==> config.mk <==
export PLATFORM = sky130hd
export DESIGN_NAME = sdmu_prep
export DESIGN_NICKNAME = d
export VERILOG_FILES = /design/src/rtl/core/sdmu_pkg.sv /design/src/rtl/core/sdmu_prep.sv
export SDC_FILE = /design/constraint.sdc
export NUM_CORES = 1
export LEC_CHECK = 0
export BUFFER_PORTS_ARGS = -buffer_cell sky130_fd_sc_hd__buf_2
export CORE_MARGIN = 5
export CORE_UTILIZATION = 51
export CTS_CLUSTER_SIZE = 20
export DETAILED_ROUTE_END_ITERATION = 8
export GPL_TIMING_DRIVEN = 0
export PLACE_DENSITY_LB_ADDON = 0.2
export SKIP_CTS_REPAIR_TIMING = 1
export SLEW_MARGIN = 15
export SYNTH_ARGS = -nofsm -noshare
export SYNTH_HDL_FRONTEND = slang
export SYNTH_SLANG_ARGS = --single-unit
export TNS_END_PERCENT = 10
==> constraint.sdc <==
create_clock -name clk -period 3.2 [get_ports clk]
set_input_delay 0.16 -clock clk [delete_from_list [all_inputs] [get_ports clk]]
set_output_delay 0.16 -clock clk [all_outputs]
set_load 0.02 [all_outputs]
==> src/rtl/core/sdmu_pkg.sv <==
// Shared types and constants for the signed divider multimode unit.
package sdmu_pkg;

  localparam int unsigned DataW = 64;

  typedef enum logic [1:0] {
    MODE_32_32   = 2'd0,
    MODE_64_32   = 2'd1,
    MODE_64_64   = 2'd2,
    MODE_64_32_B = 2'd3
  } mode_t;

  typedef struct packed {
    logic signed [DataW-1:0] numerator;
    logic signed [DataW-1:0] denominator;
  } req_t;

  typedef struct packed {
    logic [DataW-1:0] quotient_bits;
    logic [DataW-1:0] remainder_bits;
    logic             divide_by_zero;
  } rsp_t;

  // Per-item control that rides beside the divider datapath.
  typedef struct packed {
    logic             special;
    logic [DataW-1:0] special_q;
    logic [DataW-1:0] special_r;
    logic             neg_q;
    logic             neg_r;
    logic             dz_flag;
  } ctl_t;

  localparam logic [DataW-1:0] ZeroQ32Pos = 64'h0000_0000_FFFF_FFFF;
  localparam logic [DataW-1:0] ZeroQ32Neg = 64'hFFFF_FFFF_0000_0001;
  localparam logic [DataW-1:0] OvfQ32     = 64'h0000_0000_8000_0000;
  localparam logic [DataW-1:0] Min64      = 64'h8000_0000_0000_0000;
  localparam logic [DataW-1:0] AllOnes    = 64'hFFFF_FFFF_FFFF_FFFF;

endpackage

==> src/rtl/core/sdmu_prep.sv <==
// Front stage: operand selection, special cases and magnitudes.
module sdmu_prep (
  input  logic                         clk,
  input  logic                         rst,
  input  logic                         en,
  input  logic                         in_valid,
  input  sdmu_pkg::mode_t              mode,
  input  sdmu_pkg::req_t               req,
  output logic                         out_valid,
  output logic [sdmu_pkg::DataW-1:0]   mag_n,
  output logic [sdmu_pkg::DataW-1:0]   mag_d,
  output sdmu_pkg::ctl_t               ctl
);

  logic [sdmu_pkg::DataW-1:0] n, d;
  logic                       neg_n, neg_d, d_zero, ovf;
  sdmu_pkg::ctl_t             ctl_next;

  // Select operands for the mode and detect the special cases.
  always_comb begin
    if (mode == sdmu_pkg::MODE_32_32) begin
      n = {{32{req.numerator[31]}}, req.numerator[31:0]};
    end else begin
      n = req.numerator;
    end
    if (mode == sdmu_pkg::MODE_64_64) begin
      d = req.denominator;
    end else begin
      d = {{32{req.denominator[31]}}, req.denominator[31:0]};
    end
    neg_n  = n[63];
    neg_d  = d[63];
    d_zero = (d == '0);
    ovf    = (d == sdmu_pkg::AllOnes) && (n == sdmu_pkg::Min64);
    ctl_next           = '0;
    ctl_next.neg_q     = neg_n ^ neg_d;
    ctl_next.neg_r     = neg_n;
    ctl_next.dz_flag   = (req.denominator == '0);
    ctl_next.special   = d_zero || ovf;
    if (d_zero) begin
      ctl_next.special_r = n;
      if (mode == sdmu_pkg::MODE_32_32) begin
        ctl_next.special_q = neg_n ? sdmu_pkg::ZeroQ32Neg : sdmu_pkg::ZeroQ32Pos;
      end else begin
        ctl_next.special_q = neg_n ? 64'd1 : sdmu_pkg::AllOnes;
      end
    end else begin
      ctl_next.special_r = '0;
      ctl_next.special_q = (mode == sdmu_pkg::MODE_32_32) ? sdmu_pkg::OvfQ32
                                                           : sdmu_pkg::Min64;
    end
  end

  // Valid bit.
  always_ff @(posedge clk) begin
    if (rst) begin
      out_valid <= 1'b0;
    end else if (en) begin
      out_valid <= in_valid;
    end
  end

  // Payload.
  always_ff @(posedge clk) begin
    if (en) begin
      mag_n <= neg_n ? (64'd0 - n) : n;
      mag_d <= neg_d ? (64'd0 - d) : d;
      ctl   <= ctl_next;
    end
  end

endmodule

Yosys cells after proc, flatten, opt, wreduce, memory -nomap -nowiden --
Cells that the tools add are included.
Word-level totals: register bits after elaboration 261, logic and storage cells 31
Cells by class: $add $sub $neg 2, equal/unequal tests 3, mux-type cells 9, bitwise operators 1, reduce and logical (&&, ||, !) cells 5
Operators by type and width (number):
- $mux 64 | 6
- $eq 64x64->1 const B | 2
- $logic_not 64->1 | 2
- $mux 128 | 1
- $sub 1x64->64 const A | 2
- $mux 63 | 2
- $eq 2x2->1 const B | 1
- $logic_not 2->1 | 1
- $logic_and 1x1->1 | 1
- $logic_or 1x1->1 | 1
- $xor 1x1->1 | 1

Depth between registers and ports, before layout --
Gate-level depths: netlist (run 1).
depth after elaboration 5, depth in mapped cells 10, gate-level depth less buffers 8

Worst setup path after synthesis (run 1) --
Ideal clock, no wire load.
path kind in2reg, from in mode[0], to reg ctl[130] (netlist bit) (data pin), library setup time 0.256 ns, arrival time 2.245 ns, required time 2.944 ns, path slack 0.699 ns, stages 8, path through buf_2 or3b_1 or4_4 o21a_1 or3b_1 buf_2 buf_6 o211a_1
RTL lines:
- start, declared | RTL line sdmu_prep.sv:7 | input sdmu_pkg::mode_t mode,
- end signal, assigned | RTL line sdmu_prep.sv:68 | ctl <= ctl_next;
- end, declared | RTL line sdmu_prep.sv:12 | output sdmu_pkg::ctl_t ctl

Worst setup path in the final report (run 1) --
from in req[74] (netlist bit), to reg mag_n[51] (netlist bit) (data pin)
On the way: word-level cells in the longest chain between the ends 3
Ends and longest elaborated chain:
- start, declared | RTL line sdmu_prep.sv:8 | input sdmu_pkg::req_t req,
- $mux 64 | RTL line sdmu_prep.sv:21 | if (mode == sdmu_pkg::MODE_32_32) begin
- $sub 1x64->64 | RTL line sdmu_prep.sv:66 | mag_n <= neg_n ? (64'd0 - n) : n;
- $mux 63 | RTL line sdmu_prep.sv:66
- end signal, assigned | RTL line sdmu_prep.sv:66
- end, declared | RTL line sdmu_prep.sv:10 | output logic [sdmu_pkg::DataW-1:0] mag_n,
Every way passes these cells. A chain may end at the register's enable or synchronous reset.

==> qor.yml, run 1 <==
final_layout:
  layout_commonest_cell: "buf_2"
  final_cell_mix: "397 x buf_2, 201 x edfxtp_1, 132 x nor2_1"
  n_fill_cell: 1695
  drive_above_1_share_pct: 35.0
  syn2layout_area_growth_pct: 29.4
  fin_nets: 1577
  fin_cells: 1733
  fin_util_pct: 67.4
clock_tree:
  clk_pin_slew_ns: 0.06
  cts_num_sinks: 202
  numCtsBuffers: 23
  clock_latency_ns: 0.50
  cts_tree: "done"
  root_buffer: "clkbuf_16"
  h-tree-depth: 1
  cts_buffer_depth: 3
run:
  drv_cap: 0
hold_path:
  hold_end: "mag_n[18]"
  min_path_type: "primary input to register"
  holdCritStartpoint: "req[82]"
  hold_depth: 2
floorplanning:
  row_count: 53
  die_x_um: 157
  die_area_mm2: 0.0246
  coreArea_mm2: 0.0211
  die_h_um: 157
  io_pins: 395
  start_util_pct: 52.0
timing:
  skew_ns: 0
  drv_slew: 0
  fin_hold_ws_ns: -0.000909
  setup_viol: 0
  finalHoldViolCount: 1
  finalCritPeriodShare_pct: 95.9
  tns_ns: 0
  setup_ws_ns: 0.130
  finalCriticalPeriod_ns: 3.07
  tightestPinTransition_ns: 1.17
  rsz0062_at_grt: "false"
  max_freq_mhz: 326
  slew_headroom_pct: 21.4
worst_setup_path:
  crit_type: "primary input to register"
  arrival_ns: 3.32
  crit_start: "req[74]"
  crit_path_max_fanout: 10
  critPathCaptureType: "register"
  crit_family: "simple AND/OR/NAND/NOR gates"
  critical_path.max_stage_delay_ns: 0.70
  worstRegToRegCells: 3
  slowest_stage: "o41ai_1"
  r2r_slack_ns: 2.04
  timing.critical_path.buf_inv: 2
  cp.required_ns: 3.45
  crit_chain: "dlygate4sd3_1, buf_2, or4_1, nor4b_2, nand4_1, o41ai_1, xor2_1, nor2_1"
  startpoint_type: "primary input"
  reg2reg_to: "out_valid"
  r2r-start: "out_valid"
synth:
  syn-num-nets: 1147
  synth_compound_area_share_pct: 10.4
  synthMuxAreaShare_pct: 0.730
  synthAdderAreaFrac_pct: 0.342
  synth_top_area_share_pct: 55.0
  synth-simple-area-share_pct: 17.9
  ys_async_sr_fraction_pct: 0
  avgSynthCellArea_um2: 10.9
  ys_warn_count: 0
  synth_xor_area_share_pct: 9.18
  synth_top_family_by_area: "simple AND/OR/NAND/NOR gates"
  ys_seq_area_share_pct: 55.2
  synth-seq-cells: 202
  synthDistinctLibCells: 53
  synth_area_leaders: "edfxtp_1 55%, xor2_1 5.5%, nor2_1 4.5%, buf_4 4.1%, xnor2_1 3.7%"
  syn_inst: 1010
  synth_top_area_cell: "edfxtp_1"
  synth_edf_count: 201
  netlist_area_mm2: 0.0110
  synth_flop_cell: "edfxtp_1"
placement:
  pre_cts_ws_ns: -0.0130
  io_buffer_count: 388
  hpwl_mm: 27.3
  dp_cells: 1674
  place.gp.congestion: 0.918
detailed_routing:
  detail_route.vias_per_cell: 5.63
  drt_pass1_iterations: 5
  avgRoutedWirePerCell_um: 20.8
  vias: 9758
  ant_nets: 0
  drc_errors: 0
  drt_iter0_markers: 792
  routed_wirelength_mm: 36.0
global_route:
  grt.total_usage_pct: 27.7
  grt_pass1_wl_mm: 53.2
  antenna_found_initial: 5
  grt_pass1_vias: 9414
  grt-ovfl-total: 0
  grt_max_degree: 103
status:
  status: "finished with violations"
  violations: "negative hold slack"
pwr:
  peakVddDrop_mv: 0.456
  power.density_mw_per_mm2: 514
  leakagePower_nw: 5.66
[metal layers]
| metal | global-route usage (%) | up-vias | share of wire (%) |
|---|---|---|---|
| met5 | 0 | - | 0.058 |
| met4 | 10.3 | 4 | 3.7 |
| met3 | 7.36 | 85 | 10 |
| met2 | 47.1 | 548 | 49 |
| met1 | 34.1 | 4573 | 37 |
| li1 | - | 4548 | - |
[worst max path at each step]
stage                      endpoint  slack (ns)  cells after the start
final                     mag_n[51]        0.13                      8
after global routing      mag_n[51]        0.01                      8
after CTS                 mag_n[13]        0.48                     10
after detailed placement   mag_n[3]       -0.01                     10
after global placement    out_valid       -0.68                      3
after floorplan            ctl[130]        0.70                      8
[synth_stat cells, types with 7 or more instances]
cell / n
edfxtp_1: 201
nor2_1: 132
xor2_1: 69
buf_4: 60
a21oi_1: 55
nand2_1: 52
xnor2_1: 46
o21ai_0: 38
clkbuf_1: 37
o31ai_1: 36
and2_1: 35
nor3_1: 35
nand4_1: 22
nor4_1: 21
o41ai_1: 19
or3_1: 18
nand3_1: 16
or4_1: 16
a31oi_1: 13
buf_2: 10
inv_1: 10
nand2b_1: 9
mux2i_1: 8
or2_2: 7
[logic make-up after synthesis]
group	count (synthesis)
simple gates	383
flops	202
compound gates	180
buf+inv	119
xor+xnor	115
mux	8
fa+ha+maj	3
[cell type report]
cell class | count | area [um2] | area share [%]
Buffer | 108 | 651 | 4.58
Tap cell | 275 | 344 | 2.42
Timing Repair Buffer | 405 | 2140 | 15.1
Clock buffer | 29 | 598 | 4.21
Sequential cell | 202 | 6060 | 42.6
Antenna cell | 3 | 7.51 | 0.0528
Inverter | 11 | 41.3 | 0.291
Multi-Input combinational cell | 689 | 4230 | 29.8
Clock inverter | 11 | 143 | 1.00
[flip-flops by register name (all words and copies together), names as in the netlist]
name and count:
out_valid 1, ctl 73, mag_d 64, mag_n 64
[through the flow]
step | instance area, um2 | hold slack, ns | power [mW]
2_1_floorplan | 11000 | 0.232 | 4.09
5_1_grt | 14200 | 0.000129 | 7.58
3_5_place_dp | 13300 | 0.319 | 4.72
4_1_cts | 14000 | -0.211 | 7.33
3_3_place_gp | 13300 | 0.318 | 4.70
6_report | 14200 | -0.000909 | 7.30
[report_power, final]
group | switching [mW] | leakage [nW] | internal (mW)
clock | 1.05 | 0.360 | 1.57
sequential | 0.0695 | 1.95 | 3.18
combinational | 0.945 | 3.35 | 0.485
[worst reg2reg max path, cell delays in order, from the launching register on]
cell	delay (ns)
dfxtp_1	0.31
mux2i_1	0.12
nor2_1	0.05
dlygate4sd3_1	0.56
(Power assumes the default switching activity.)
==> inputs of run 2 (changes only) <==
Clock period 3.2 ns to 3.3 ns, I/O delays scaled along.
==> run 2 against run 1 <==
  * The flow still finishes with violations (negative hold slack)
  * Global-route usage is the same
  * Via count is essentially flat
  * Flip-flop and latch count is the same
  * Register-to-register slack gained 0.10 ns
  * Routed wire length is essentially flat
  * Power shrank 3.0%
  * Count of clock-buffer cells in the layout is the same
  * Core utilization shrank 0.17 points
  * Final area shrank 0.25%
  * Sequential power shrank 3%
==> qor.yml, run 2 (synthesized netlist as in run 1, its figures left out) <==
pwr:
  p_seq_share_pct: 44.5
  p_int_mw: 5.08
  totalPowerFinal_mw: 7.08
  p_sw_share_pct: 28.3
  peakVddDrop_mv: 0.443
  pwr-share-comb_pct: 19.5
  p_sw_mw: 2.01
  clkPwrFrac_pct: 36.0
  leakagePower_nw: 5.64
  power.density_mw_per_mm2: 500
timing:
  rsz0062_at_grt: "false"
  setup_viol: 0
  drv_slew: 0
  max_freq_mhz: 323
  finalCritPeriodShare_pct: 93.9
  fin_hold_ws_ns: -0.00351
  finalHoldViolCount: 1
  skew_ns: 0
  finalCriticalPeriod_ns: 3.10
  setup_ws_ns: 0.201
  tightestPinTransition_ns: 1.16
  slew_headroom_pct: 22.1
run:
  drv_cap: 0
detailed_routing:
  detail_route.vias_per_cell: 5.64
  avgRoutedWirePerCell_um: 20.8
  vias: 9766
  ant_nets: 0
  routed_wirelength_mm: 36.0
  drt_pass1_iterations: 6
  drc_errors: 0
  drt_iter0_markers: 710
placement:
  place.gp.congestion: 0.918
  pre_cts_ws_ns: 0.0820
  dp_cells: 1674
  hpwl_mm: 27.3
  io_buffer_count: 388
worst_setup_path:
  crit_type: "primary input to register"
  cp.required_ns: 3.55
  crit_family: "simple AND/OR/NAND/NOR gates"
  crit_chain: "dlygate4sd3_1, buf_2, or4_1, nor4b_2, nand4_1, o41ai_1, xor2_1, nor2_1"
  arrival_ns: 3.35
  startpoint_type: "primary input"
  crit_path_max_fanout: 10
  critPathCaptureType: "register"
  slowest_stage: "o41ai_1"
  timing.critical_path.buf_inv: 2
  critical_path.max_stage_delay_ns: 0.69
global_route:
  grt_pass1_wl_mm: 53.2
  grt.total_usage_pct: 27.7
  groute.layer.met3.usage_pct: 7.36
  grt_pass1_vias: 9414
  busiest_layer: "met2"
  grt_max_degree: 103
  use_met2_pct: 47.1
  grt_use_met1_pct: 34.1
  grt-ovfl-total: 0
  antenna_found_initial: 5
clock_tree:
  root_buffer: "clkbuf_16"
  clock_latency_ns: 0.50
  cts_tree: "done"
  h-tree-depth: 1
  cts_buffer_depth: 3
  numCtsBuffers: 23
  cts_num_sinks: 202
  clk_pin_slew_ns: 0.06
floorplanning:
  start_util_pct: 52.0
  die_h_um: 157
  die_area_mm2: 0.0246
  io_pins: 395
  coreArea_mm2: 0.0211
  die_x_um: 157
  row_count: 53
final_layout:
  final_cell_mix: "397 x buf_2, 201 x edfxtp_1, 132 x nor2_1"
  fin_util_pct: 67.2
  regMostFlops: "ctl"
  largest_register_ffs: 73
  largest_registers: "ctl (73), mag_d (64), mag_n (64)"
  regArea_mm2: 0.00606
  drive_above_1_share_pct: 35.1
  multi_input_area_mm2: 0.00423
  fin_nets: 1573
  fin_cells: 1731
  layout_commonest_cell: "buf_2"
  syn2layout_area_growth_pct: 29.1
  n_fill_cell: 1705
status:
  violations: "negative hold slack"
  status: "finished with violations"
hold_path:
  min_path_type: "primary input to register"
-- run 2: changes by cell type in the layout (fill, tap and decap cells not counted) --
| cell | before | now |
|---|---|---|
| diode_2 | 3 | 5 |
| dlygate4sd3_1 | 16 | 12 |
-- run 2: layout make-up --
class                           instances  area share [%]
Timing Repair Buffer                  401            14.8
Tap cell                              275            2.43
Buffer                                108            4.59
Clock buffer                           29            4.22
Sequential cell                       202            42.7
Antenna cell                            5          0.0883
Clock inverter                         11            1.01
Inverter                               11           0.291
Multi-Input combinational cell        689            29.8
-- run 2: worst paths after layout --
path	cells after the start	to	from	slack, ns
worst min register to register	3	out_valid	out_valid	1.06
worst max-delay path	8	mag_n[51]	req[73]	0.20
worst max register to register	3	out_valid	out_valid	2.14
worst min-delay path	2	mag_n[24]	req[88]	-0.004
-- run 2: power by group through the flow --
| stage | Combinational, mW | Sequential [mW] | Clock [mW] |
|---|---|---|---|
| after floorplan | 0.466 | 3.50 | 0 |
| after global placement | 1.35 | 3.21 | 0 |
| after detailed placement | 1.37 | 3.20 | 0 |
| after CTS | 1.37 | 3.15 | 2.58 |
| after global routing | 1.48 | 3.17 | 2.69 |
| final | 1.38 | 3.15 | 2.55 |
-- run 2: stage by stage --
stage | area, um2 | TNS (ns)
global placement | 13300 | -106.61
global route | 14200 | 0
CTS | 14000 | 0
floorplan | 11000 | 0
finish | 14200 | 0
detailed placement | 13300 | 0
-- run 2: layer usage --
layer / wire length [um] / vias to the layer above
li1: - / 4543
met1: 13300 / 4603
met2: 17600 / 523
met3: 3770 / 95
met4: 1350 / 2
met5: 7 / -
