`config.mk`:
```
export PLATFORM = sky130hd
export DESIGN_NAME = sdmu_post
export DESIGN_NICKNAME = d
export VERILOG_FILES = /design/src/rtl/core/sdmu_pkg.sv /design/src/rtl/core/sdmu_post.sv
export SDC_FILE = /design/constraint.sdc
export NUM_CORES = 1
export LEC_CHECK = 0
export ABC_AREA = 1
export BUFFER_PORTS_ARGS = -buffer_cell sky130_fd_sc_hd__buf_2
export CAP_MARGIN = 20
export CORE_ASPECT_RATIO = 0.9
export CORE_UTILIZATION = 25
export DETAILED_ROUTE_END_ITERATION = 10
export GPL_TIMING_DRIVEN = 1
export HOLD_SLACK_MARGIN = 0.05
export PLACE_DENSITY = 0.56
export REMOVE_ABC_BUFFERS = 1
export SYNTH_ARGS = -nofsm -noshare
export SYNTH_HDL_FRONTEND = slang
export SYNTH_SLANG_ARGS = --single-unit
```
`constraint.sdc`:
```
create_clock -name clk -period 1.3 [get_ports clk]
set_input_delay 0.065 -clock clk [delete_from_list [all_inputs] [get_ports clk]]
set_output_delay 0.065 -clock clk [all_outputs]
set_load 0.02 [all_outputs]
```
`src/rtl/core/sdmu_pkg.sv`:
```
// Shared types and constants for the signed divider multimode unit.
package sdmu_pkg;

  localparam int unsigned DataW = 64;

  typedef enum logic [1:0] {
    MODE_32_32   = 2'd0,
    MODE_64_32   = 2'd1,
    MODE_64_64   = 2'd2,
    MODE_64_32_B = 2'd3
  } mode_t;

  typedef struct packed {
    logic signed [DataW-1:0] numerator;
    logic signed [DataW-1:0] denominator;
  } req_t;

  typedef struct packed {
    logic [DataW-1:0] quotient_bits;
    logic [DataW-1:0] remainder_bits;
    logic             divide_by_zero;
  } rsp_t;

  // Per-item control that rides beside the divider datapath.
  typedef struct packed {
    logic             special;
    logic [DataW-1:0] special_q;
    logic [DataW-1:0] special_r;
    logic             neg_q;
    logic             neg_r;
    logic             dz_flag;
  } ctl_t;

  localparam logic [DataW-1:0] ZeroQ32Pos = 64'h0000_0000_FFFF_FFFF;
  localparam logic [DataW-1:0] ZeroQ32Neg = 64'hFFFF_FFFF_0000_0001;
  localparam logic [DataW-1:0] OvfQ32     = 64'h0000_0000_8000_0000;
  localparam logic [DataW-1:0] Min64      = 64'h8000_0000_0000_0000;
  localparam logic [DataW-1:0] AllOnes    = 64'hFFFF_FFFF_FFFF_FFFF;

endpackage

```
`src/rtl/core/sdmu_post.sv`:
```
// Back stage: sign fix-up, special-case select and output register.
module sdmu_post (
  input  logic                         clk,
  input  logic                         rst,
  input  logic                         en,
  input  logic                         in_valid,
  input  logic [sdmu_pkg::DataW-1:0]   mag_q,
  input  logic [sdmu_pkg::DataW-1:0]   mag_r,
  input  sdmu_pkg::ctl_t               ctl,
  output logic                         out_valid,
  output sdmu_pkg::rsp_t               rsp
);

  sdmu_pkg::rsp_t rsp_next;

  // Apply signs, or substitute the fixed answer of a special case.
  always_comb begin
    rsp_next.divide_by_zero = ctl.dz_flag;
    if (ctl.special) begin
      rsp_next.quotient_bits  = ctl.special_q;
      rsp_next.remainder_bits = ctl.special_r;
    end else begin
      rsp_next.quotient_bits  = ctl.neg_q ? (64'd0 - mag_q) : mag_q;
      rsp_next.remainder_bits = ctl.neg_r ? (64'd0 - mag_r) : mag_r;
    end
  end

  always_ff @(posedge clk) begin
    if (rst) begin
      out_valid <= 1'b0;
    end else if (en) begin
      out_valid <= in_valid;
    end
  end

  always_ff @(posedge clk) begin
    if (en) begin
      rsp <= rsp_next;
    end
  end

endmodule

```
# After elaboration in Yosys (flattened, before gate mapping)
# Cells that the tools add are included.
# op_classes
add_sub_neg	2
mul	0
div_mod_pow	0
magnitude_cmp	0
n_eq_ne	0
shifts	0
muxes	3
n_bitwise	0
reduce_logical	0
# op_table
cell	n
$mux 128	1
$mux 64	2
$sub 1x64->64 const A	2
# totals
ff_bits	130
latchBits	0
ram_bits	0
mem_bits_ro	0
inputBits	264
out_inout_bits	130
wordCells	9
n_memories	0

# Logic depth before layout (Yosys ltp)
# Gate-level depths: netlist of the first run.
# logic_depth
word_depth	3
ltp_mapped	12

# Worst setup path after synthesis of the first run
# No wires, ideal clock.
# synth_timing
kind	input to register
start	in mag_q[0] (netlist name)
end	reg rsp[123] (netlist name) (data pin)
arrival_time_ns	1.106
required_time_ns	1.046
setup_slack_ns	-0.060
stages	11
cell_sequence	inv_1 > ha_1 > nand2_1 > nand2_1 > nand2_2 > nor2_4 > nand2_2 > nor2_2 > nand3_1 > nand3_1 > nand2_1
# synth_lines
element	line	source
start: declaration	sdmu_post.sv:7	input logic [sdmu_pkg::DataW-1:0] mag_q,
end signal: assignment	sdmu_post.sv:38	rsp <= rsp_next;
end: declaration	sdmu_post.sv:11	output sdmu_pkg::rsp_t rsp

==> results of run 1 <==
-- per-layer routing --
metal	part of all wire	routed length [µm]
met1	0.43	19800
met4	0.024	1120
met2	0.49	22800
met5	0.00058	27
met3	0.058	2720
-- power by group --
part	internal (mW)	total (mW)	switching, mW
Combinational	1.84	4.19	2.35
Sequential	5.10	5.22	0.121
Clock	3.18	5.28	2.09
-- worst min-delay path: stages --
cell and delay (ns):
sky130_fd_sc_hd__buf_2 0.11, sky130_fd_sc_hd__inv_1 0.05, sky130_fd_sc_hd__nand3_1 0.08, sky130_fd_sc_hd__nand3_1 0.07
sky130_fd_sc_hd__nand2_1 0.05
-- cells in the final DEF, fill, tap and decap left out, types with 3 or more instances in the layout --
cell	synthesis	layout
sky130_fd_sc_hd__nand2_4	8	9
sky130_fd_sc_hd__inv_1	93	91
sky130_fd_sc_hd__bufinv_16	0	4
sky130_fd_sc_hd__o21ai_0	73	69
sky130_fd_sc_hd__nor3_1	6	6
sky130_fd_sc_hd__inv_2	2	3
sky130_fd_sc_hd__nand2_1	536	532
sky130_fd_sc_hd__xor2_1	6	5
sky130_fd_sc_hd__nor2_4	9	11
sky130_fd_sc_hd__clkinv_1	0	3
sky130_fd_sc_hd__o21ai_1	3	7
sky130_fd_sc_hd__nor2_2	15	26
sky130_fd_sc_hd__a21oi_1	41	41
sky130_fd_sc_hd__diode_2	0	3
sky130_fd_sc_hd__dlygate4sd3_1	0	177
sky130_fd_sc_hd__nand4_1	17	17
sky130_fd_sc_hd__nand3b_1	14	14
sky130_fd_sc_hd__nand3_2	4	8
sky130_fd_sc_hd__buf_4	3	262
sky130_fd_sc_hd__nor2_1	287	275
sky130_fd_sc_hd__buf_12	0	18
sky130_fd_sc_hd__nand2_2	11	14
sky130_fd_sc_hd__clkbuf_16	0	17
sky130_fd_sc_hd__nand3_1	161	157
sky130_fd_sc_hd__o21ai_2	6	5
sky130_fd_sc_hd__clkinvlp_4	0	3
sky130_fd_sc_hd__buf_2	18	391
sky130_fd_sc_hd__or2_0	3	3
sky130_fd_sc_hd__or2_2	8	8
sky130_fd_sc_hd__o21ai_4	2	3
sky130_fd_sc_hd__edfxtp_1	129	129
sky130_fd_sc_hd__xnor2_1	5	5
sky130_fd_sc_hd__clkinv_2	1	3
-- path summary, 6_finish.rpt --
check	from	end	slack [ns]	depth (start not counted)
worst max-delay path	mag_q[1]	rsp[94]	0.05	14
worst max register to register	out_valid	out_valid	0.15	3
worst min-delay path	mag_r[60]	rsp[61]	0.07	5
worst min register to register	out_valid	out_valid	1.06	3
-- kinds of logic (layout without fill, tap and decap cells) --
family / after synthesis / after routing / synth area share
and+or+nand+nor: 1083 / 1084 / 0.467
buffers and inverters: 140 / 978 / 0.0580
AOI/OAI and AO/OA: 131 / 131 / 0.0717
DFF: 130 / 130 / 0.391
xor gates and xnor gates: 11 / 11 / 0.00966
adders and majority gates: 2 / 2 / 0.00251
muxes: 1 / 1 / 0.00100
other: 0 / 3 / 0
-- repair_timing --
action	4_1_cts	5_1_grt
resized for setup	0	34
hold buffers	178	1
endpoints found under the hold margin	137	1
endpoints found under the setup margin	0	43
buffers inserted	0	4
-- cell type report --
class	count	share of cell area
inverters	96	0.0211
clock inverters	15	0.0110
well taps	532	0.0386
repair buffers	850	0.353
diodes	3	0.000436
clock buffers	17	0.0247
multi-input cells	1229	0.325
flip-flops and latches	130	0.226
-- synthesized netlist by cell type, types with 3 or more instances --
library cell	instances	share of area
sky130_fd_sc_hd__nand3b_1	14	0.011
sky130_fd_sc_hd__nand3_2	4	0.0040
sky130_fd_sc_hd__xor2_1	6	0.0053
sky130_fd_sc_hd__xnor2_1	5	0.0044
sky130_fd_sc_hd__nand3_1	161	0.081
sky130_fd_sc_hd__nand2_1	536	0.20
sky130_fd_sc_hd__buf_2	18	0.0090
sky130_fd_sc_hd__clkbuf_1	15	0.0056
sky130_fd_sc_hd__buf_4	3	0.0023
sky130_fd_sc_hd__o21ai_0	73	0.037
sky130_fd_sc_hd__nor3_1	6	0.0030
sky130_fd_sc_hd__nor2_4	9	0.010
sky130_fd_sc_hd__nand4_1	17	0.011
sky130_fd_sc_hd__inv_1	93	0.035
sky130_fd_sc_hd__o21ai_1	3	0.0015
sky130_fd_sc_hd__o21ai_2	6	0.0053
sky130_fd_sc_hd__a21oi_1	41	0.021
sky130_fd_sc_hd__or2_0	3	0.0019
sky130_fd_sc_hd__nor2_2	15	0.0094
sky130_fd_sc_hd__nor2_1	287	0.11
sky130_fd_sc_hd__or2_2	8	0.0050
sky130_fd_sc_hd__edfxtp_1	129	0.39
sky130_fd_sc_hd__nand2_2	11	0.0069
sky130_fd_sc_hd__nand2_4	8	0.0090
sky130_fd_sc_hd__buf_1	4	0.0015
-- state kept, by name (all words and copies together), names as in the netlist --
name       cells
out_valid      1
rsp          129
==> impl_results.rst, run 1 <==
.. list-table::
   :header-rows: 1

   * - Metric
     - Value
   * - Run status
     - finished, final reports clean
   * - Initial core utilization
     - 0.253
   * - Peak Freq
     - 802 MHz
   * - Post-detailed-placement half-perimeter wirelength
     - ~37 mm
   * - First drt pass iteration count
     - 8
   * - Max-cap check violation count
     - 0
   * - Startpoint type of the worst setup path
     - primary input
   * - Clock tree from TritonCTS
     - done
   * - Setup_tns
     - 0 ns
   * - Leakage component of the power
     - 8.13 nW
   * - Global-route wire length before repair
     - roughly 69 mm
   * - Clock skew
     - 0 ns
   * - Number of placed instances with taps included
     - 2654
   * - Category of the worst setup path capture point
     - register
   * - Synth Flop Type
     - sky130_fd_sc_hd__edfxtp_1
   * - Area of the die
     - 40700 µm²
   * - Final period util
     - 0.959
   * - Largest net degree at the start of global routing
     - 48
   * - Number of antenna violations at the first check in global routing
     - 8
   * - Clk Latency, worst-skew pair
     - 0.46 ns
   * - Largest driver fanout on the critical path
     - 5
   * - Final max-slew violation count
     - 0
   * - Ports
     - 394
   * - Final nets
     - 2590
   * - Flip-flop and latch area
     - 3890 µm²
   * - DRC errors left
     - 0
   * - Met1 routing resource usage after global routing
     - 0.269
   * - Grt peak-use layer
     - met2
   * - Total clock sinks
     - 130
   * - Headroom to the max-slew limit
     - 0.525
   * - Critical path required time
     - 1.52 ns
   * - Met2 demand-to-capacity share in global routing
     - 0.396
   * - Async set-or-reset flop fraction in the synthesized netlist
     - 0
   * - Dominant cell type by count on the critical path
     - sky130_fd_sc_hd__nand2_4
   * - Count of port buffers added during placement
     - 393
   * - Chip height
     - ~190 µm
   * - GP Congestion
     - 0.939
   * - Ys Warns
     - 0
   * - Post-route cell area
     - 17200 µm²
   * - Number of levels in the clock H-tree
     - 4
   * - Final number of setup-violating endpoints
     - 0
   * - Crit-path cells
     - buf_2 -> buf_4 -> nor2_4 -> nand2_2 -> buf_12 -> nor2_8 -> nand2_4 -> nand2_4 -> nand2_4 -> nor2_4 -> buf_4 -> nand2_1 -> nand3_1 -> nand2_1
   * - Master cell of the clock root buffer
     - sky130_fd_sc_hd__clkbuf_16
   * - Tot GR Track Use
     - 0.226
   * - Critical path buffer and inverter count
     - 4
   * - Residual antenna-violating net count after detailed routing
     - 0
   * - Worst voltage drop across the vdd grid
     - between 0.7 and 0.8 mV
   * - Fin cells
     - 2872
   * - Number of enable-type register cells in the synthesized netlist
     - between 100 and 150
   * - Syn-to-layout area delta
     - 72.8%
   * - Crit path max-delay cell type
     - sky130_fd_sc_hd__nor2_4
   * - Final core area utilization
     - 0.437
   * - Cell area after synthesis
     - between 9000 and 10000 µm²
   * - Worst setup timing slack at the placement stage
     - -0.489 ns
   * - DP Area
     - 14700 µm²
   * - Detailed Route Iter0 Violations
     - 847
   * - Flip-flop and latch count after synthesis
     - 130
   * - Mapped Cells
     - 1498
   * - WL/cell
     - 16.2 µm
   * - CORE AREA
     - around 39000 µm²
   * - Crit-path max cell delay
     - 0.19 ns
   * - Routed wire length
     - 46.5 mm
   * - Type of the worst setup path
     - in -> reg
   * - Post-Syn Area per Cell
     - 6.66 µm²
   * - Minimum hold slack
     - 0.0734 ns
   * - Final Worst Setup Slack
     - 0.0532 ns
   * - Hold/Removal Path Class
     - in -> reg
   * - Routed via count divided by cell count
     - 4.53
   * - Power density of the placed cells
     - 853 nW/µm²
   * - Fin crit period
     - ~1.2 ns
   * - Seq/Total Area, Yosys
     - 0.391
   * - Floorplan die width
     - 212 µm
   * - Global-route track usage on met3
     - 0.0517
   * - Total Power Consumption
     - roughly 15 mW
   * - Fraction of final layout cells with drive strength greater than 1
     - 0.340
   * - Number of vias in the routed layout
     - 13000
   * - Maximum count of clock buffers along a single path
     - 2
   * - Transition time of the tightest slew-check pin
     - about 0.7 ns
   * - Congestion Overflow GR
     - 0
   * - Number of unique standard cell types used by synthesis
     - 39
   * - Clock slew at the register clock pins of the worst setup and hold paths
     - 0.06 ns
   * - Unrepaired setup endpoints after global routing
     - yes
   * - Number of buffers inserted during clock tree synthesis
     - 17
   * - Number of standard-cell rows in the floorplan
     - 69
   * - Critical path data arrival time
     - 1.47 ns
   * - Count of endpoints failing hold in the final timing report
     - 0
   * - Cell type group with the largest total delay on the critical path
     - simple AND/OR/NAND/NOR gates
   * - Area of the multi-input gates
     - 5600 µm²
   * - Filler cell count in the final layout
     - between 4000 and 5000
   * - Via count of the first global-routing pass
     - 12700
Power figures use the tool's default switching activity.
==> inputs of run 2 (changes only) <==
--- a/config.mk
+++ b/config.mk
@@ -5,15 +5,15 @@
 export SDC_FILE = /design/constraint.sdc
 export NUM_CORES = 1
 export LEC_CHECK = 0
-export ABC_AREA = 1
 export BUFFER_PORTS_ARGS = -buffer_cell sky130_fd_sc_hd__buf_2
 export CAP_MARGIN = 20
 export CORE_ASPECT_RATIO = 0.9
+export CORE_MARGIN = 4
 export CORE_UTILIZATION = 25
 export DETAILED_ROUTE_END_ITERATION = 10
 export GPL_TIMING_DRIVEN = 1
 export HOLD_SLACK_MARGIN = 0.05
-export PLACE_DENSITY = 0.56
+export PLACE_DENSITY = 0.57
 export REMOVE_ABC_BUFFERS = 1
 export SYNTH_ARGS = -nofsm -noshare
 export SYNTH_HDL_FRONTEND = slang
==> impl_results.rst, run 2 <==
.. list-table::
   :header-rows: 1

   * - Metric
     - Value
   * - Via count of the first global-routing pass
     - 12700
   * - Violations in the final reports
     - negative setup slack
   * - Total stage count of the critical path
     - 7
   * - Ys Warns
     - 0
   * - Fin crit period
     - 1.72 ns
   * - Dominant cell type by count on the critical path
     - sky130_fd_sc_hd__or4_4
   * - Peak Freq
     - roughly 580 MHz
   * - Type of the worst setup path
     - in -> reg
   * - Max-cap check violation count
     - 0
   * - Fraction of synthesized area in multiplexers
     - 0.0238
   * - Crit path max-delay cell type
     - sky130_fd_sc_hd__or4_4
   * - Clk Latency, worst-skew pair
     - between 0.4 and 0.5 ns
   * - Count of endpoints failing hold in the final timing report
     - 0
   * - Largest driver fanout on the critical path
     - 7
   * - Global-route wire length before repair
     - 70.7 mm
   * - Complex-gate fraction of the synthesized area
     - 0.178
   * - Master cell of the clock root buffer
     - sky130_fd_sc_hd__clkbuf_16
   * - Synth Flop Type
     - sky130_fd_sc_hd__edfxtp_1
   * - Most used cells in the layout excluding fill and tap cells
     - 366 x sky130_fd_sc_hd__buf_2, 333 x sky130_fd_sc_hd__buf_4, 142 x sky130_fd_sc_hd__dlygate4sd3_1
   * - Post-route cell area
     - 19000 µm²
   * - Area of the die
     - ~41000 µm²
   * - Worst voltage drop across the vdd grid
     - 0.832 mV
   * - Headroom to the max-slew limit
     - 0.566
   * - Clock tree from TritonCTS
     - done
   * - Power density of the placed cells
     - 762 nW/µm²
   * - Mapped Cells
     - 1033
   * - Number of flip-flops under the largest register name
     - 129
   * - Share of synthesized cell area in full adder, half adder and majority cells
     - 0.00264
   * - Number of unique standard cell types used by synthesis
     - 69
   * - Final Worst Setup Slack
     - -0.421 ns
   * - Syn-to-layout area delta
     - 100%
   * - WL/cell
     - slightly below 20 µm
   * - Number of buffers inserted during clock tree synthesis
     - 17
   * - Transition time of the tightest slew-check pin
     - 0.649 ns
   * - Post-detailed-placement half-perimeter wirelength
     - around 34 mm
   * - CORE AREA
     - roughly 37000 µm²
   * - Unrepaired setup endpoints after global routing
     - yes
   * - Routed wire length
     - 48.2 mm
   * - Total Power Consumption
     - ~14 mW
   * - Congestion Overflow GR
     - 0
   * - Critical path data arrival time
     - 1.91 ns
   * - Run status
     - complete, but fails checks
   * - Seq/Total Area, Yosys
     - 0.411
   * - Residual antenna-violating net count after detailed routing
     - 0
   * - Simple-gate portion of the synthesized area
     - 0.293
   * - DP Area
     - around 15000 µm²
   * - Flip-flop and latch count after synthesis
     - 130
   * - Detailed Route Iter0 Violations
     - 1154
   * - Ports
     - 394
   * - Most common cell after layout, fill and taps aside
     - sky130_fd_sc_hd__buf_2
   * - Fraction of final layout cells with drive strength greater than 1
     - 0.524
   * - Final number of setup-violating endpoints
     - 95
   * - Combinational family with the most area after synthesis
     - simple AND/OR/NAND/NOR gates
   * - Biggest area contributors in the synthesized netlist
     - sky130_fd_sc_hd__edfxtp_1 41%, sky130_fd_sc_hd__nand2_1 4.6%, sky130_fd_sc_hd__o21ai_0 4.4%, sky130_fd_sc_hd__xor2_1 4.3%, sky130_fd_sc_hd__nor3_1 3.1%
   * - Chip height
     - 193 µm
   * - Category of the worst setup path capture point
     - register
   * - Post-Syn Area per Cell
     - just over 9 µm²
   * - Cell type group with the largest total delay on the critical path
     - simple AND/OR/NAND/NOR gates
   * - Largest net degree at the start of global routing
     - 58
   * - Leakage component of the power
     - 8.33 nW
   * - Initial core utilization
     - 0.254
   * - Length in cells of the worst reg-to-reg path
     - 3
   * - Final nets
     - 2196
   * - Number of vias in the routed layout
     - 12600
   * - Number of enable-type register cells in the synthesized netlist
     - 129
   * - Hold/Removal Path Class
     - in -> reg
   * - Total clock sinks
     - 130
   * - Count of port buffers added during placement
     - 393
   * - Critical path buffer and inverter count
     - 2
   * - GP Congestion
     - around 0.9
   * - Crit-path max cell delay
     - 0.55 ns
   * - Area leader, netlist
     - sky130_fd_sc_hd__edfxtp_1
   * - Clock skew
     - 0 ns
   * - Final max-slew violation count
     - 0
   * - Number of antenna violations at the first check in global routing
     - 2
   * - Crit-path cells
     - buf_8 -> or4_4 -> or4_4 -> nor4_4 -> buf_4 -> a211o_1 -> o311ai_2
   * - Worst Hold Path Cells
     - 4
   * - Async set-or-reset flop fraction in the synthesized netlist
     - 0
   * - Tot GR Track Use
     - 0.223
   * - Setup_tns
     - -17.93 ns
   * - First drt pass iteration count
     - 7
   * - Synth Area in XOR/XNOR
     - 0.0601
   * - Number of standard-cell rows in the floorplan
     - 67
   * - Startpoint type of the worst setup path
     - primary input
   * - Floorplan die width
     - 213 µm
   * - Area share of the largest cell type after synthesis
     - 0.409
   * - Regs by FF count
     - rsp (129), out_valid (1)
   * - Routed via count divided by cell count
     - 5.21
   * - Post-synth top cells
     - 129 x sky130_fd_sc_hd__edfxtp_1, 116 x sky130_fd_sc_hd__nand2_1, 83 x sky130_fd_sc_hd__o21ai_0
   * - Most frequent cell after synthesis
     - sky130_fd_sc_hd__edfxtp_1
   * - Cell area after synthesis
     - 9480 µm²
   * - Number of levels in the clock H-tree
     - 4
   * - Maximum count of clock buffers along a single path
     - 2
   * - Clock slew at the register clock pins of the worst setup and hold paths
     - 0.06 ns
   * - Register name with the most flops
     - rsp
   * - DRC errors left
     - 0
   * - Final period util
     - 1.32
   * - Critical path required time
     - 1.49 ns
-- run 2: cell count changes after synthesis, moves of 18 or more --
cell and change:
sky130_fd_sc_hd__and3_1 +29, sky130_fd_sc_hd__clkbuf_1 +35, sky130_fd_sc_hd__inv_1 -82, sky130_fd_sc_hd__nand2_1 -420
sky130_fd_sc_hd__nand3_1 -115, sky130_fd_sc_hd__nand4_1 +19, sky130_fd_sc_hd__nor2_1 -236, sky130_fd_sc_hd__nor2b_1 +18
sky130_fd_sc_hd__nor3_1 +53, sky130_fd_sc_hd__nor4_1 +24, sky130_fd_sc_hd__o31ai_1 +23, sky130_fd_sc_hd__o41ai_1 +19
sky130_fd_sc_hd__or3_1 +21, sky130_fd_sc_hd__xor2_1 +41
-- run 2: layout make-up --
cell class              count  area [µm²]
diodes                      2        5.00
clock buffers              20         437
clock inverters             9        92.6
fillers                  3258       18300
inverters                  12        50.0
multi-input cells         826        6750
flip-flops and latches    130        3890
well taps                 483         604
repair buffers            943        7150
-- run 2: final timing paths --
check | start | endpoint | slack (ns)
worst max-delay path | mag_q[32] | rsp[126] | -0.42
worst min-delay path | mag_q[57] | rsp[122] | 0.09
worst max register to register | out_valid | out_valid | 0.18
worst min register to register | out_valid | out_valid | 1.03
-- run 2: cells by family after synthesis --
| logic type | Yosys count |
|---|---|
| flops | 130 |
| fa+ha+maj | 2 |
| simple gates | 493 |
| xor+xnor | 65 |
| buf+inv | 78 |
| mux | 21 |
| compound gates | 244 |
-- run 2: what timing repair did --
action | in CTS | in global routing
cloned | 2 | 0
pin swaps | 117 | 93
gates resized for setup | 289 | 126
endpoints found under the setup margin | 101 | 107
hold endpoints to repair | 139 | 0
buffers inserted | 37 | 26
hold buffers | 142 | 0
-- run 2: routing by layer --
| metal | track usage | share of wire | routed length (µm) |
|---|---|---|---|
| met1 | 0.267 | 0.40 | 19200 |
| met2 | 0.382 | 0.49 | 23400 |
| met3 | 0.0548 | 0.076 | 3660 |
| met4 | 0.0930 | 0.040 | 1930 |
| met5 | 0 | 0 | 0 |
-- run 2: where the power goes --
group / internal, mW / switching [mW]
Sequential: 5.13 / 0.136
Combinational: 2.11 / 2.41
Clock: 2.75 / 1.93
-- run 2: stage by stage --
step                      utilization  instances  hold slack (ns)  worst slack, ns
after floorplan                     -        967            0.137            -1.15
after global placement          0.395       2201            0.223            -1.08
after detailed placement        0.395       2201            0.226            -1.06
after CTS                       0.492       2405           0.0521           -0.413
after global routing            0.509       2425           0.0717           -0.442
final                           0.509       2425           0.0872           -0.421
-- run 2: tightest hold or removal path: cells and delay by family --
kind                   cells  cell delay (ns)
buffers and inverters      2             0.22
and+or+nand+nor            2             0.15
